==> config.mk <==
export PLATFORM = sky130hd
export DESIGN_NAME = i2c_master_byte_engine
export DESIGN_NICKNAME = d
export VERILOG_FILES = /design/src/hdl/i2cmbe_pkg.sv /design/src/hdl/i2cmbe_seq.sv /design/src/hdl/i2c_master_byte_engine.sv
export SDC_FILE = /design/constraint.sdc
export NUM_CORES = 1
export LEC_CHECK = 0
export BUFFER_PORTS_ARGS = -buffer_cell sky130_fd_sc_hd__buf_2
export CORE_MARGIN = 2
export CORE_UTILIZATION = 55
export CTS_BUF_LIST = sky130_fd_sc_hd__clkbuf_2
export DETAILED_ROUTE_END_ITERATION = 10
export PLACE_DENSITY = 0.75
export SLEW_MARGIN = 20
export SYNTH_ARGS = -nofsm -noshare
export SYNTH_HDL_FRONTEND = slang
export SYNTH_SLANG_ARGS = --single-unit
==> constraint.sdc <==
create_clock -name clk -period 3.65 [get_ports clk]
set_input_delay 0.73 -clock clk [delete_from_list [all_inputs] [get_ports clk]]
set_output_delay 0.73 -clock clk [all_outputs]
set_load 0.1 [all_outputs]
==> src/hdl/i2cmbe_pkg.sv <==
// shared types, constants and helpers of the i2c master byte engine
package i2cmbe_pkg;

    localparam int DELAY_BITS = 16;

    localparam logic [15:0] DELAY_TICKS_RESET = 16'd10;

    localparam logic [7:0] ADDR_READ_SET   = 8'h01;
    localparam logic [7:0] ADDR_WRITE_MASK = 8'hFE;
    localparam logic [7:0] MSB_MASK        = 8'h80;
    localparam logic [3:0] BITS_PER_BYTE   = 4'd8;

    typedef enum logic [1:0] {
        OP_START = 2'd0,
        OP_STOP  = 2'd1,
        OP_WRITE = 2'd2,
        OP_READ  = 2'd3
    } op_t;

    typedef enum logic [1:0] {
        ADDR_NONE  = 2'd0,
        ADDR_READ  = 2'd1,
        ADDR_WRITE = 2'd2,
        ADDR_KEEP  = 2'd3
    } addr_mode_t;

    typedef enum logic [4:0] {
        PH_IDLE = 5'd0,
        PH_ST1  = 5'd1,
        PH_ST2  = 5'd2,
        PH_SP1  = 5'd3,
        PH_SP2  = 5'd4,
        PH_SP3  = 5'd5,
        PH_TX1  = 5'd6,
        PH_TX2  = 5'd7,
        PH_TX3  = 5'd8,
        PH_TX4  = 5'd9,
        PH_TX5  = 5'd10,
        PH_RX1  = 5'd11,
        PH_RX2  = 5'd12,
        PH_RX3  = 5'd13
    } phase_t;

    typedef struct packed {
        logic       cmd_valid;
        logic [1:0] op;
        logic [7:0] tx_byte;
        logic [1:0] addr_mode;
        logic       send_ack;
        logic       scl_in;
        logic       sda_in;
    } item_t;

    typedef struct packed {
        logic       scl_release;
        logic       sda_release;
        logic       busy;
        logic       done;
        logic [7:0] rx_byte;
        logic       acked;
    } result_t;

    // bus delay load value, saturated to the counter width
    function automatic logic [DELAY_BITS-1:0] load_delay(input logic [15:0] ticks);
        logic [63:0] max_val;
        logic [63:0] d;
        max_val = (64'd1 << DELAY_BITS) - 64'd1;
        d       = 64'(ticks);
        return (d > max_val) ? max_val[DELAY_BITS-1:0] : d[DELAY_BITS-1:0];
    endfunction

endpackage

==> src/hdl/i2cmbe_seq.sv <==
// bus sequencer: phase machine, bit shifter and delay counter
module i2cmbe_seq (
    input  logic                 clk,
    input  logic                 rst_n,
    input  logic                 step,
    input  i2cmbe_pkg::item_t    item,
    input  logic [15:0]          delay_ticks,
    output i2cmbe_pkg::result_t  res
);

    i2cmbe_pkg::phase_t phase_reg, phase_next;
    logic [3:0]  bit_count_reg, bit_count_next;
    logic [7:0]  shift_reg, shift_next;
    logic [i2cmbe_pkg::DELAY_BITS-1:0] delay_count_reg, delay_count_next;
    logic [7:0]  last_rx_reg, last_rx_next;
    logic        last_ack_reg, last_ack_next;
    logic        ack_to_send_reg, ack_to_send_next;
    logic        scl_out_reg, scl_out_next;
    logic        sda_out_reg, sda_out_next;
    logic        run;
    logic        done;
    logic [7:0]  tx_data;
    logic [3:0]  bit_inc;
    logic [7:0]  tx_shifted;

    assign run        = (delay_count_reg == '0);
    assign bit_inc    = bit_count_reg + 4'd1;
    assign tx_shifted = {shift_reg[6:0], 1'b0};

    always_comb
    begin
        case (i2cmbe_pkg::addr_mode_t'(item.addr_mode))
            i2cmbe_pkg::ADDR_READ:  tx_data = item.tx_byte | i2cmbe_pkg::ADDR_READ_SET;
            i2cmbe_pkg::ADDR_WRITE: tx_data = item.tx_byte & i2cmbe_pkg::ADDR_WRITE_MASK;
            default:                tx_data = item.tx_byte;
        endcase
    end

    // next phase
    always_comb
    begin
        phase_next = phase_reg;
        if (phase_reg == i2cmbe_pkg::PH_IDLE)
        begin
            if (item.cmd_valid)
            begin
                case (i2cmbe_pkg::op_t'(item.op))
                    i2cmbe_pkg::OP_START: phase_next = i2cmbe_pkg::PH_ST1;
                    i2cmbe_pkg::OP_STOP:  phase_next = i2cmbe_pkg::PH_SP1;
                    i2cmbe_pkg::OP_WRITE: phase_next = i2cmbe_pkg::PH_TX1;
                    default:              phase_next = i2cmbe_pkg::PH_RX1;
                endcase
            end
        end
        else if (run)
        begin
            case (phase_reg)
                i2cmbe_pkg::PH_ST1: phase_next = i2cmbe_pkg::PH_ST2;
                i2cmbe_pkg::PH_ST2: phase_next = i2cmbe_pkg::PH_IDLE;
                i2cmbe_pkg::PH_SP1: phase_next = i2cmbe_pkg::PH_SP2;
                i2cmbe_pkg::PH_SP2: phase_next = i2cmbe_pkg::PH_SP3;
                i2cmbe_pkg::PH_SP3: phase_next = i2cmbe_pkg::PH_IDLE;
                i2cmbe_pkg::PH_TX1: phase_next = i2cmbe_pkg::PH_TX2;
                i2cmbe_pkg::PH_TX2:
                    phase_next = (bit_inc < i2cmbe_pkg::BITS_PER_BYTE) ?
                                 i2cmbe_pkg::PH_TX1 : i2cmbe_pkg::PH_TX3;
                i2cmbe_pkg::PH_TX3: phase_next = i2cmbe_pkg::PH_TX4;
                i2cmbe_pkg::PH_TX4: phase_next = i2cmbe_pkg::PH_TX5;
                i2cmbe_pkg::PH_TX5:
                    phase_next = item.scl_in ? i2cmbe_pkg::PH_IDLE : i2cmbe_pkg::PH_TX5;
                i2cmbe_pkg::PH_RX1:
                    phase_next = item.scl_in ? i2cmbe_pkg::PH_RX2 : i2cmbe_pkg::PH_RX1;
                i2cmbe_pkg::PH_RX2:
                    phase_next = (bit_inc < i2cmbe_pkg::BITS_PER_BYTE) ?
                                 i2cmbe_pkg::PH_RX1 : i2cmbe_pkg::PH_RX3;
                i2cmbe_pkg::PH_RX3: phase_next = i2cmbe_pkg::PH_IDLE;
                default:            phase_next = i2cmbe_pkg::PH_IDLE;
            endcase
        end
    end

    // line, shifter and counter updates
    always_comb
    begin
        bit_count_next   = bit_count_reg;
        shift_next       = shift_reg;
        delay_count_next = delay_count_reg;
        last_rx_next     = last_rx_reg;
        last_ack_next    = last_ack_reg;
        ack_to_send_next = ack_to_send_reg;
        scl_out_next     = scl_out_reg;
        sda_out_next     = sda_out_reg;
        if (phase_reg == i2cmbe_pkg::PH_IDLE)
        begin
            if (item.cmd_valid)
            begin
                delay_count_next = i2cmbe_pkg::load_delay(delay_ticks);
                case (i2cmbe_pkg::op_t'(item.op))
                    i2cmbe_pkg::OP_START:
                    begin
                        sda_out_next = 1'b1;
                        scl_out_next = 1'b1;
                    end
                    i2cmbe_pkg::OP_STOP:
                        sda_out_next = 1'b0;
                    i2cmbe_pkg::OP_WRITE:
                    begin
                        shift_next     = tx_data;
                        bit_count_next = '0;
                        sda_out_next   = |(tx_data & i2cmbe_pkg::MSB_MASK);
                    end
                    default:
                    begin
                        ack_to_send_next = item.send_ack;
                        shift_next       = '0;
                        bit_count_next   = '0;
                        sda_out_next     = 1'b1;
                        scl_out_next     = 1'b1;
                    end
                endcase
            end
        end
        else if (!run)
        begin
            delay_count_next = delay_count_reg - i2cmbe_pkg::DELAY_BITS'(1);
        end
        else
        begin
            case (phase_reg)
                i2cmbe_pkg::PH_ST1:
                begin
                    sda_out_next     = 1'b0;
                    delay_count_next = i2cmbe_pkg::load_delay(delay_ticks);
                end
                i2cmbe_pkg::PH_ST2:
                    scl_out_next = 1'b0;
                i2cmbe_pkg::PH_SP1:
                begin
                    scl_out_next     = 1'b1;
                    delay_count_next = i2cmbe_pkg::load_delay(delay_ticks);
                end
                i2cmbe_pkg::PH_SP2:
                begin
                    sda_out_next     = 1'b1;
                    delay_count_next = i2cmbe_pkg::load_delay(delay_ticks);
                end
                i2cmbe_pkg::PH_TX1:
                begin
                    scl_out_next     = 1'b1;
                    shift_next       = tx_shifted;
                    delay_count_next = i2cmbe_pkg::load_delay(delay_ticks);
                end
                i2cmbe_pkg::PH_TX2:
                begin
                    scl_out_next     = 1'b0;
                    bit_count_next   = bit_inc;
                    if (bit_inc < i2cmbe_pkg::BITS_PER_BYTE)
                    begin
                        sda_out_next = |(shift_reg & i2cmbe_pkg::MSB_MASK);
                    end
                    delay_count_next = i2cmbe_pkg::load_delay(delay_ticks);
                end
                i2cmbe_pkg::PH_TX3:
                begin
                    sda_out_next     = 1'b1;
                    delay_count_next = i2cmbe_pkg::load_delay(delay_ticks);
                end
                i2cmbe_pkg::PH_TX4:
                    scl_out_next = 1'b1;
                i2cmbe_pkg::PH_TX5:
                begin
                    if (item.scl_in)
                    begin
                        last_ack_next = !item.sda_in;
                        scl_out_next  = 1'b0;
                        sda_out_next  = 1'b1;
                    end
                end
                i2cmbe_pkg::PH_RX1:
                begin
                    if (item.scl_in)
                    begin
                        shift_next       = {shift_reg[6:0], item.sda_in};
                        scl_out_next     = 1'b0;
                        delay_count_next = i2cmbe_pkg::load_delay(delay_ticks);
                    end
                end
                i2cmbe_pkg::PH_RX2:
                begin
                    bit_count_next = bit_inc;
                    scl_out_next   = 1'b1;
                    if (!(bit_inc < i2cmbe_pkg::BITS_PER_BYTE))
                    begin
                        sda_out_next = !ack_to_send_reg;
                    end
                    delay_count_next = i2cmbe_pkg::load_delay(delay_ticks);
                end
                i2cmbe_pkg::PH_RX3:
                begin
                    scl_out_next = 1'b0;
                    sda_out_next = 1'b0;
                    last_rx_next = shift_reg;
                end
                default:
                begin
                    scl_out_next = scl_out_reg;
                end
            endcase
        end
    end

    // per-word outputs
    always_comb
    begin
        done = 1'b0;
        if (phase_reg != i2cmbe_pkg::PH_IDLE && run)
        begin
            case (phase_reg)
                i2cmbe_pkg::PH_ST2: done = 1'b1;
                i2cmbe_pkg::PH_SP3: done = 1'b1;
                i2cmbe_pkg::PH_RX3: done = 1'b1;
                i2cmbe_pkg::PH_TX5: done = item.scl_in;
                default:            done = 1'b0;
            endcase
        end
        res.scl_release = scl_out_next;
        res.sda_release = sda_out_next;
        res.busy        = (phase_next != i2cmbe_pkg::PH_IDLE);
        res.done        = done;
        res.rx_byte     = last_rx_next;
        res.acked       = last_ack_next;
    end

    always_ff @(posedge clk or negedge rst_n)
    begin
        if (!rst_n)
        begin
            phase_reg       <= i2cmbe_pkg::PH_IDLE;
            bit_count_reg   <= '0;
            shift_reg       <= '0;
            delay_count_reg <= '0;
            last_rx_reg     <= '0;
            last_ack_reg    <= 1'b0;
            ack_to_send_reg <= 1'b0;
            scl_out_reg     <= 1'b1;
            sda_out_reg     <= 1'b1;
        end
        else if (step)
        begin
            phase_reg       <= phase_next;
            bit_count_reg   <= bit_count_next;
            shift_reg       <= shift_next;
            delay_count_reg <= delay_count_next;
            last_rx_reg     <= last_rx_next;
            last_ack_reg    <= last_ack_next;
            ack_to_send_reg <= ack_to_send_next;
            scl_out_reg     <= scl_out_next;
            sda_out_reg     <= sda_out_next;
        end
    end

    // a running delay holds the phase
    assert property (@(posedge clk) disable iff (!rst_n)
        step && phase_reg != i2cmbe_pkg::PH_IDLE && !run |=> $stable(phase_reg))
        else $error("phase moved during bus delay");

    // bit counter never passes one byte
    assert property (@(posedge clk) disable iff (!rst_n)
        bit_count_reg <= i2cmbe_pkg::BITS_PER_BYTE)
        else $error("bit counter overran");

    // completion only leaves a running sequence
    assert property (@(posedge clk) disable iff (!rst_n)
        step && done |=> phase_reg == i2cmbe_pkg::PH_IDLE)
        else $error("done without return to idle");

endmodule

==> src/hdl/i2c_master_byte_engine.sv <==
// top level of the i2c master byte engine: handshake, delay register, result register
//
// Each input word is one tick of the bus sequencer and yields exactly one result word
// carrying the SCL and SDA release levels, busy, done, the last received byte and the
// last write ack, all as they stand after that tick. A new word is taken every cycle
// unless the output is stalled; the sequencer updates its state in the accepting cycle
// and the result lands in an output register, refilled in the same cycle it is taken.
// Throughput is one word per clock unless the output register stalls and holds off input.
// Commands (start, stop, write byte, read byte) are taken only while idle and ignored
// otherwise. Every bus step but the ack sample waits delay_ticks + 1 ticks; waits for SCL
// high have no limit, so a slave may stretch the clock. delay_ticks resets to 10 and the
// user writes it through cfg_we / cfg_data only while the engine is idle (unchecked).
module i2c_master_byte_engine (
    input  logic        clk,
    input  logic        rst_n,
    // configuration
    input  logic        cfg_we,
    input  logic [15:0] cfg_data,
    // input words
    input  logic        in_valid,
    output logic        in_ready,
    input  logic        cmd_valid,
    input  logic [1:0]  op,
    input  logic [7:0]  tx_byte,
    input  logic [1:0]  addr_mode,
    input  logic        send_ack,
    input  logic        scl_in,
    input  logic        sda_in,
    // result words
    output logic        out_valid,
    input  logic        out_ready,
    output logic        scl_release,
    output logic        sda_release,
    output logic        busy_res,
    output logic        done_res,
    output logic [7:0]  rx_byte,
    output logic        acked
);

    logic [15:0]          delay_ticks_reg;
    logic                 out_valid_reg, out_valid_next;
    i2cmbe_pkg::result_t  res_reg;
    i2cmbe_pkg::result_t  res_step;
    i2cmbe_pkg::item_t    item;
    logic                 accept;

    // room when the result register is empty or being drained this cycle
    assign in_ready = !out_valid_reg || out_ready;
    assign accept   = in_valid && in_ready;

    assign item.cmd_valid = cmd_valid;
    assign item.op        = op;
    assign item.tx_byte   = tx_byte;
    assign item.addr_mode = addr_mode;
    assign item.send_ack  = send_ack;
    assign item.scl_in    = scl_in;
    assign item.sda_in    = sda_in;

    i2cmbe_seq u_seq (
        .clk         (clk),
        .rst_n       (rst_n),
        .step        (accept),
        .item        (item),
        .delay_ticks (delay_ticks_reg),
        .res         (res_step)
    );

    always_comb
    begin
        out_valid_next = out_valid_reg;
        if (accept)
        begin
            out_valid_next = 1'b1;
        end
        else if (out_ready)
        begin
            out_valid_next = 1'b0;
        end
    end

    // delay register and output valid
    always_ff @(posedge clk or negedge rst_n)
    begin
        if (!rst_n)
        begin
            delay_ticks_reg <= i2cmbe_pkg::DELAY_TICKS_RESET;
            out_valid_reg   <= 1'b0;
        end
        else
        begin
            if (cfg_we)
            begin
                delay_ticks_reg <= cfg_data;
            end
            out_valid_reg <= out_valid_next;
        end
    end

    // result payload, no reset needed
    always_ff @(posedge clk)
    begin
        if (accept)
        begin
            res_reg <= res_step;
        end
    end

    assign out_valid   = out_valid_reg;
    assign scl_release = res_reg.scl_release;
    assign sda_release = res_reg.sda_release;
    assign busy_res    = res_reg.busy;
    assign done_res    = res_reg.done;
    assign rx_byte     = res_reg.rx_byte;
    assign acked       = res_reg.acked;

    // a completion word never reports busy
    assert property (@(posedge clk) disable iff (!rst_n)
        out_valid_reg |-> !(res_reg.done && res_reg.busy))
        else $error("done and busy in one word");

    // an empty result register always takes input
    assert property (@(posedge clk) disable iff (!rst_n)
        !out_valid_reg |-> in_ready)
        else $error("input stalled with empty output");

    // an accepted word always shows up next cycle
    assert property (@(posedge clk) disable iff (!rst_n)
        accept |=> out_valid_reg)
        else $error("accepted word lost");

endmodule
## Yosys cells after proc, flatten, opt, wreduce, memory -nomap -nowiden

Cells that the tools add are included.

| cells by class | value |
|---|---|
| eq/ne operators | 22 |
| divide/modulo/power cells | 0 |
| shifts and indexed selects | 0 |
| magnitude comparators | 1 |
| multiplexer cells | 50 |
| multipliers | 0 |
| bitwise operators | 1 |
| reduce and logical (&&, ||, !) cells | 30 |
| add/sub/neg operators | 2 |

Operator list:

| operator | count |
|---|---|
| $mux W16 | 4 |
| $mux W8 | 7 |
| $pmux W5 S10 | 1 |
| $pmux W16 S2 | 1 |
| $pmux W8 S2 | 2 |
| $eq A5 B4 Y1 const B | 6 |
| $mux W4 | 7 |
| $eq A5 B3 Y1 const B | 4 |
| $mux W1 | 17 |
| $logic_not A16 Y1 | 1 |
| $sub A16 B1 Y16 const B | 1 |
| $mux W5 | 3 |
| $pmux W4 S3 | 1 |
| $reduce_or A2 Y1 | 6 |
| $eq A5 B2 Y1 const B | 2 |
| $reduce_bool A5 Y1 | 2 |
| $reduce_or A3 Y1 | 3 |
| $ne A4 B4 Y1 const B | 2 |
| $reduce_and A4 Y1 | 2 |
| $reduce_or A7 Y1 | 1 |
| $mux W3 | 2 |
| $pmux W1 S2 | 3 |
| $reduce_and A6 Y1 | 1 |
| $reduce_bool A2 Y1 | 3 |
| other kinds (18) | 24 |

| word-level totals | value |
|---|---|
| memory bits (writable) | 0 |
| memory bits (read-only) | 0 |
| output and inout port bits | 15 |
| register bits | 75 |
| bits in latches | 0 |
| memories | 0 |

## Depth between registers and ports, before layout

Gate-level depths: netlist (run 1).

| logic depth | value |
|---|---|
| depth after elaboration | 7 |
| gate-level depth with buffers | 9 |
| gate-level depth less buffers | 8 |

## Cells and area by module

From an unflattened synthesis (run 1), not the netlist that was laid out.

| second synthesis, totals | value |
|---|---|
| cell total of the unflattened synthesis | 430 |
| area, all modules | 4326.6 µm² |

Modules (own cells, without submodules):

| module | cells an instance | instances | area each (µm²) | sequential area each (µm²) |
|---|---|---|---|---|
| i2cmbe_seq | 379 | 1 | 3240.6 | 1128.6 |
| i2c_master_byte_engine | 51 | 1 | 1086.0 | 818.3 |

## Least setup slack after synthesis (run 1)

No wires, ideal clock.

| path | value |
|---|---|
| path kind | reg-to-reg |
| start point | register out_valid_reg (netlist: out_valid) |
| end point | register u_seq.last_rx_reg[0] |
| library setup time | 0.125 ns |
| setup slack | 0.108 ns |
| required time | 3.525 ns |
| stages on the path, launching flop included | 8 |
| data arrival time | 3.418 ns |
| path buffers | 2 |
| cells stage by stage | dfrtp_1 -> nand2b_1 -> nand2_1 -> inv_1 -> clkbuf_1 -> and2_1 -> buf_2 -> mux2_2 |

| between the ends | value |
|---|---|
| cells in the longest elaborated chain, start to end | 3 |

Ends and longest elaborated chain:

| item | line | source |
|---|---|---|
| from (decl) | i2c_master_byte_engine.sv:41 | `logic out_valid_reg, out_valid_next;` |
| from (signal assigned) | i2c_master_byte_engine.sv:95 | `out_valid_reg <= out_valid_next;` |
| $logic_not A1 Y1 | i2c_master_byte_engine.sv:48 | `assign in_ready = !out_valid_reg \|\| out_ready;` |
| $logic_or A1 B1 Y1 | i2c_master_byte_engine.sv:48 |  |
| named net in_ready | i2c_master_byte_engine.sv:21 | `output logic in_ready,` |
| $logic_and A1 B1 Y1 | i2c_master_byte_engine.sv:49 | `assign accept = in_valid && in_ready;` |
| named net accept | i2c_master_byte_engine.sv:45 | `logic accept;` |
| to (signal assigned) | i2cmbe_seq.sv:254 | `last_rx_reg <= last_rx_next;` |
| to (decl) | i2cmbe_seq.sv:15 | `logic [7:0] last_rx_reg, last_rx_next;` |

The timed path passes the listed nets, and every way through them passes these cells.
A chain may end at the register's enable or synchronous reset.

## Worst setup path in the final report (run 1)

| path | value |
|---|---|
| start point | register u_seq.delay_count_reg[0] in the netlist's numbering |
| end point | register u_seq.last_rx_reg[7] |

| between the ends | value |
|---|---|
| cells in the longest elaborated chain, start to end | 3 |

Ends and longest elaborated chain:

| item | line | source |
|---|---|---|
| from (decl) | i2cmbe_seq.sv:14 | `logic [i2cmbe_pkg::DELAY_BITS-1:0] delay_count_reg, delay_count_next;` |
| from (signal assigned) | i2cmbe_seq.sv:253 | `delay_count_reg <= delay_count_next;` |
| $logic_not A16 Y1 | i2cmbe_seq.sv:26 | `assign run = (delay_count_reg == '0);` |
| $mux W8 | i2cmbe_seq.sv:123 | `else if (!run)` |
| $mux W8 | i2cmbe_seq.sv:93 | `if (phase_reg == i2cmbe_pkg::PH_IDLE)` |

Every way passes these cells.

==> key figures, run 1 <==
Outcome
  • Status: completed

Logic synthesis
  • Yosys cell types: 66
  • Syn Std Cell Area: 0.00424 mm^2
  • Dominant cell type by area after synthesis: dfrtp_1
  • Post-synthesis average cell area: 9.96 um^2
  • Ys Warns: 0
  • Cell count after synthesis: 426
  • Post-synth EDFFs: 13
  • Most frequent cells after synthesis: 58 x dfrtp_1, 43 x mux2_2, 35 x o21ai_0, 32 x nor2_1, 31 x nand2_1
  • Most used flip-flop cell after synthesis: dfrtp_1
  • Leading cell type by number of instances after synthesis: dfrtp_1
  • Synth async-reset ratio: 0.827
  • Seq/Total Area, Yosys: 0.459
  • Synth top area cells: dfrtp_1 34%, mux2_2 11%, edfxtp_1 9.2%, o21ai_0 4.1%, a21oi_1 3.2%
  • Syn nets: 473
  • Flops & latches, synth: 75
  • Post-synth top area share: 0.342

Floorplanning
  • DIE HEIGHT: 91.8 um
  • Row count: 32
  • Core Area: 0.00761 mm^2
  • Area of the die: 0.00844 mm^2
  • Initial Util: 0.558
  • IO Count: 52
  • Die width: 91.8 um

Clocking
  • H-tree depth: 3
  • Post-CTS resize count: 0
  • Post-CTS setup buffers: 0
  • CTS Hold Bufs: 0
  • Longest Clk Path Bufs: 2
  • Root buffer cell: clkbuf_2
  • Total clock sinks: 75
  • Worst-path clk slew: 250 ps
  • Worst-skew pair later-pin latency: 550 ps
  • CTS tree: yes
  • TritonCTS Buffers: 9

Setup path
  • Type of origin of the critical path: flip-flop
  • Setup CP Type: reg -> reg
  • Worst EP required: 4120 ps
  • Worst-path fanout max: 9
  • Reg2Reg Setup Slack: 580 ps
  • Worst setup EP type: flip-flop
  • WP data arrival: 3540 ps

Global route
  • GR Util All Layers: 0.235
  • First-pass GRT wire length: 15600 um
  • Largest net degree at the start of global routing: 37
  • Vias in the first global route: 3186
  • Grt ovf: 0
  • Initial antenna violation count: 0

Detailed routing
  • Drt total wl: 9540 um
  • Vias per std cell: 5.89
  • Vias: 3387
  • Post-detailed-route count of antenna-violating nets: 0
  • Wire per inst: 16.6 um
  • # DRC: 0
  • Initial drt markers: 268
  • TritonRoute pass-1 iters: 5

STA
  • Endpoints failing setup: 0
  • Setup TNS Final: 0 ps
  • Unrepaired setup endpoints after global routing: no
  • Min Clock Period, post-route: 3070 ps
  • Relative slew slack: 0.411
  • Final Hold Fails: 0
  • Worst-Margin Slew: 884 ps
  • Slew Limit Fails: 0
  • Clock Skew: 25.6 ps
  • Final worst-path cycle share: 0.841
  • Peak Freq: 326 MHz

Placement
  • Placer Congestion: 0.914
  • Hpwl dp: 6680 um
  • Port bufs: 51

Finish
  • Ant diodes: 0
  • FILL cells: 675
  • Layout cells sized above 1: 0.279
  • Final Core Density: 0.611
  • Syn-to-layout area delta: 9.52%
  • Nets@finish: 515

Pwr
  • Leakage power: 2.02 nW
  • PD cells: 568 mW/mm^2
  • Worst IR drop on VDD: 291 uV

Min path
  • Path category of the worst min-delay check: in -> async

Flow run
  • Max_cap viols: 0
## per-stage QoR
stage	instances	cell area, um^2	worst slack, ps	hold slack [ps]	power, mW
global route	575	4650	431	280	2.81
global placement	559	4530	746	469	2.16
detailed placement	559	4530	648	489	2.19
floorplan	426	4240	108	434	1.96
finish	575	4650	582	219	2.64
CTS	575	4650	593	234	2.64
## per-layer routing
layer	GRT usage	wire length [um]	vias up
li1	-	-	1644
met4	0.0833	147	0
met3	0.0419	578	15
met5	0	0	-
met1	0.314	4160	1614
met2	0.386	4650	114
## critical path, stage by stage, from the launching register on
cell     delay, ps
dfrtp_1        450
inv_1          110
ha_1           190
or3b_2         530
nor4_4         530
and4_1         250
buf_4          170
and2_1         370
mux2_2         390
## power by group
| group | internal [mW] | switching (mW) |
|---|---|---|
| clock | 0.108 | 0.341 |
| combinational | 0.386 | 0.643 |
| sequential | 1.01 | 0.156 |
| total | 1.50 | 1.14 |
## logic make-up after synthesis
family                     synth area share
DFF                                   0.459
xor gates and xnor gates            0.00826
buffers and inverters                0.0460
adders and majority gates            0.0295
AOI/OAI and AO/OA                     0.163
muxes                                 0.119
and+or+nand+nor                       0.175
## layout by cell type (no fill, tap or decap), types with 3 or more instances in the layout
cell type	n
o21ai_0	35
dfrtp_1	58
edfxtp_1	13
o21a_1	3
dfstp_2	4
o22ai_1	4
a31oi_1	5
a21oi_1	27
xor2_1	3
nand3_1	18
nor4_1	9
nand2b_1	12
mux2_2	43
nor2b_1	4
nor3_1	10
buf_2	51
a22o_1	6
clkbuf_2	9
or4_1	4
buf_4	8
nand2_1	31
ha_1	10
inv_1	11
nor2_1	32
o21ai_1	4
o2bb2ai_1	3
## area by class of cell
class,instances,area (um^2),area share
Clock buffer,9,45.0,0.00969
Clock inverter,7,70.1,0.0151
Inverter,11,41.3,0.00888
Multi-Input combinational cell,312,2100,0.452
Sequential cell,75,1950,0.419
Tap cell,102,128,0.0275
Timing Repair Buffer,59,315,0.0678
## worst paths after layout
kind / endpoint / start / depth (start not counted)
worst max-delay path: u_seq.last_rx_reg[7] / u_seq.delay_count_reg[0] / 8
worst min-delay path: u_seq.last_ack_reg / rst_n / 1
worst max register to register: u_seq.last_rx_reg[7] / u_seq.delay_count_reg[0] / 8
worst min register to register: u_seq.bit_count_reg[2] / u_seq.bit_count_reg[2] / 1
max in group asynchronous: delay_ticks_reg[3] / rst_n / 2
min in group clk: u_seq.last_ack_reg / sda_in / 2
No activity file was read; power rests on OpenSTA's default activity.
==> inputs of run 2 (changes only) <==
Settings changed: ABC_AREA set to 1.
Clock period 3.65 ns to 2.9 ns, I/O delays scaled along.
==> run 2 against run 1 <==
Against the previous run: die area increased by 3.1%; synthesized area increased by 3.3%; cell count rose by 29%; clock skew is 6.1 ps lower; core utilization grew 1.2 points; clock-buffer cell count unchanged; register-to-register slack improved by 20 ps; non-clock buffer count fell by 4; power grew 29%; combinational power grew 36%; critical endpoint is now busy_res; sequential share of layout area shrank 1.4 points; sequential power rose by 27%; largest cell class unchanged.
==> key figures, run 2 <==
Setup path
  • Reg-to-reg critical path endpoint: busy_res (was u_seq.last_rx_reg[7])
  • Setup CP Type: reg -> reg (unchanged)
  • WP data arrival: 2610 ps (was 3540 ps)
  • Worst reg2reg startpoint: u_seq.delay_count_reg[0] (unchanged)
  • Most frequent CP cell: nor2_1
  • Worst-path fanout max: 28 (was 9)
  • Max incr delay on CP: 430 ps (was 530 ps)
  • R2R depth: 9 (was 8)
  • Crit path cell chain: inv_1, ha_1, nand2_1, nor2_1, nand2_2, nand2_4, o211ai_1, nor2_1, nand3_1 (was inv_1, ha_1, or3b_2, nor4_4, and4_1, buf_4, and2_1, mux2_2)
  • Worst setup EP type: flip-flop (unchanged)
  • Reg2Reg Setup Slack: 600 ps (was 580 ps)
  • Worst EP required: 3200 ps (was 4120 ps)
  • Crit-path slowest cell: dfrtp_1 (was or3b_2)
  • Type of origin of the critical path: flip-flop (unchanged)

STA
  • Final worst slack: 598 ps (was 582 ps)
  • Final worst-path cycle share: 0.794 (was 0.841)
  • Clock Skew: 19.5 ps (was 25.6 ps)
  • Peak Freq: 434 MHz (was 326 MHz)
  • Slew Limit Fails: 0 (unchanged)
  • Min Clock Period, post-route: 2300 ps (was 3070 ps)
  • Worst-Margin Slew: 653 ps (was 884 ps)
  • Final Hold Fails: 0 (unchanged)
  • Endpoints failing setup: 0 (unchanged)
  • Setup TNS Final: 0 ps (unchanged)
  • Relative slew slack: 0.565 (was 0.411)
  • Unrepaired setup endpoints after global routing: no (unchanged)

Logic synthesis
  • Seq/Total Area, Yosys: 0.444 (was 0.459)
  • Dominant cell type by area after synthesis: dfrtp_1 (unchanged)
  • Post-synth top area share: 0.331 (was 0.342)
  • Post-synthesis compound-gate area fraction: 0.102 (was 0.163)
  • Synth Area in XOR/XNOR: 0.0180 (was 0.00825)
  • Post-synthesis average cell area: 7.49 um^2 (was 9.96 um^2)
  • Most frequent cells after synthesis: 211 x nand2_1, 58 x dfrtp_1, 55 x nor2_1, 46 x inv_1, 42 x o21ai_0 (was 58 x dfrtp_1, 43 x mux2_2, 35 x o21ai_0, 32 x nor2_1, 31 x nand2_1)
  • Ys Warns: 0 (unchanged)
  • Flops & latches, synth: 75 (unchanged)
  • Largest family of logic cells by synthesized area: simple AND/OR/NAND/NOR gates (unchanged)
  • Leading cell type by number of instances after synthesis: nand2_1 (was dfrtp_1)
  • Adder-cell share of the synthesized area: 0.0285 (was 0.0295)
  • Syn Std Cell Area: 0.00438 mm^2 (was 0.00424 mm^2)
  • Mux contribution to synthesized area: 0.0154 (was 0.119)
  • Simple-gate share of the synthesized area: 0.321 (was 0.175)
  • Syn nets: 632 (was 473)
  • Synth top area cells: dfrtp_1 33%, nand2_1 18%, edfxtp_1 8.9%, o21ai_0 4.8%, nor2_1 4.7% (was dfrtp_1 34%, mux2_2 11%, edfxtp_1 9.2%, o21ai_0 4.1%, a21oi_1 3.2%)
  • Yosys cell types: 37 (was 66)
  • Most used flip-flop cell after synthesis: dfrtp_1 (unchanged)
  • Post-synth EDFFs: 13 (unchanged)
  • Synth async-reset ratio: 0.827 (unchanged)
  • Cell count after synthesis: 585 (was 426)

Floorplanning
  • Row count: 32 (unchanged)
  • IO Count: 52 (unchanged)
  • DIE HEIGHT: 93.3 um (was 91.8 um)
  • Die width: 93.3 um (was 91.8 um)
  • Initial Util: 0.567 (was 0.558)
  • Core Area: 0.00773 mm^2 (was 0.00761 mm^2)
  • Area of the die: 0.00870 mm^2 (was 0.00844 mm^2)

Global route
  • Vias in the first global route: 3656 (was 3186)
  • Largest net degree at the start of global routing: 37 (unchanged)
  • GR Util All Layers: 0.242 (was 0.235)
  • Initial antenna violation count: 0 (unchanged)
  • First-pass GRT wire length: 16700 um (was 15600 um)
  • Grt ovf: 0 (unchanged)

Pwr
  • Leakage power: 2.43 nW (was 2.02 nW)
  • Worst IR drop on VDD: 373 uV (was 291 uV)
  • PD cells: 710 mW/mm^2 (was 568 mW/mm^2)

Detailed routing
  • Met2 routed WL: 4650 um (about the same)
  • Top layer in use: met4 (unchanged)
  • Drt total wl: 9710 um (was 9540 um)
  • Wire per inst: 13.1 um (was 16.6 um)
  • TritonRoute pass-1 iters: 5 (unchanged)
  • Vias: 3886 (was 3387)
  • # DRC: 0 (unchanged)
  • Met1 wire length: 4330 um (was 4160 um)
  • Vias per std cell: 5.25 (was 5.89)
  • Metal3 WL: 523 um (was 578 um)
  • Post-detailed-route count of antenna-violating nets: 0 (unchanged)
  • Initial drt markers: 329 (was 268)

Clocking
  • TritonCTS Buffers: 9 (unchanged)
  • Post-CTS setup buffers: 0 (unchanged)
  • Post-CTS resize count: 0 (unchanged)
  • Worst-path clk slew: 250 ps (about the same)
  • H-tree depth: 3 (unchanged)
  • Longest Clk Path Bufs: 2 (unchanged)
  • Total clock sinks: 75 (unchanged)
  • CTS Hold Bufs: 0 (unchanged)
  • CTS tree: yes (unchanged)
  • Root buffer cell: clkbuf_2 (unchanged)
  • Worst-skew pair later-pin latency: 540 ps (was 550 ps)

Placement
  • Hpwl dp: 7160 um (was 6680 um)
  • Port bufs: 51 (unchanged)
  • Setup WS pre-CTS: 688 ps (was 648 ps)
  • Cell count after placement: 724 (was 559)
  • Placer Congestion: 0.916 (was 0.914)

Finish
  • Layout cells sized above 1: 0.182 (was 0.279)
  • Most common cell after layout, fill and taps aside: nand2_1 (was dfrtp_1)
  • Ant diodes: 0 (unchanged)
  • Final Non-Filler Cells: 740 (was 575)
  • Commonest cells after routing, fill and taps aside: 210 x nand2_1, 58 x dfrtp_1, 55 x nor2_1 (was 58 x dfrtp_1, 51 x buf_2, 43 x mux2_2)
  • Syn-to-layout area delta: 9.76% (was 9.52%)
  • Nets@finish: 680 (was 515)

Outcome
  • Status: completed (unchanged)

Min path
  • Path category of the worst min-delay check: in -> async (unchanged)

Flow run
  • Max_cap viols: 0 (unchanged)
-- run 2: cell count changes after synthesis, sizes merged, moves of 6 or more --
| cell | delta |
|---|---|
| mux2 | -37 |
| nor2 | +33 |
| nand2 | +188 |
| nand3 | +12 |
| o21ai | +30 |
| inv | +43 |
| a22o | -6 |
| clkbuf | -15 |
| nand2b | -12 |
| buf | +6 |
| a21oi | -17 |
| nor4 | -10 |
| or4 | -6 |
-- run 2: cell families (layout without fill, tap and decap cells) --
family | count (synthesis) | count (layout)
compound gates | 86 | 86
buf+inv | 72 | 125
fa+ha+maj | 10 | 10
simple gates | 327 | 327
mux | 6 | 6
xor+xnor | 9 | 9
flops | 75 | 75
-- run 2: layout make-up --
class                           count  area (um^2)
Clock buffer                        9         45.0
Clock inverter                      7         57.6
Fill cell                         689         2920
Inverter                           54          205
Multi-Input combinational cell    438         2130
Sequential cell                    75         1950
Tap cell                          102          128
Timing Repair Buffer               55          298
-- run 2: critical path: cells and delay by family, from the launching register on --
family,cells,cell delay (ps)
AND/OR/NAND/NOR,6,1150
flip-flops,1,430
adder cells (fa/ha/maj),1,220
AO/OA/AOI/OAI,1,160
buffers and inverters,1,100
-- run 2: worst max-delay path by stage --
| stage | start | end | slack [ps] |
|---|---|---|---|
| 3_3_place_gp | u_seq.delay_count_reg[0] | busy_res | 750 |
| 3_5_place_dp | u_seq.delay_count_reg[0] | busy_res | 690 |
| 5_1_grt | u_seq.delay_count_reg[0] | busy_res | 420 |
| 2_1_floorplan | out_valid | acked | 230 |
| 6_report | u_seq.delay_count_reg[0] | busy_res | 600 |
| 4_1_cts | u_seq.delay_count_reg[0] | busy_res | 640 |
-- run 2: per-stage QoR --
stage	power, mW	utilization	hold WS [ps]	cell area, um^2
2_1_floorplan	2.59	-	284	4390
3_3_place_gp	2.83	0.609	458	4710
3_5_place_dp	2.87	0.609	462	4710
4_1_cts	3.41	0.623	4.77	4810
5_1_grt	3.69	0.623	16.4	4810
6_report	3.42	0.623	11.9	4810
-- run 2: per-layer routing --
layer	track usage	vias up
met3	0.0443	20
li1	-	1971
met4	0.0968	0
met1	0.318	1774
met2	0.397	121
met5	0	-
-- run 2: power breakdown --
group	internal, mW	switching [mW]	leakage (nW)
Clock	0.126	0.422	0.0612
Combinational	0.435	0.963	1.45
Sequential	1.28	0.190	0.918
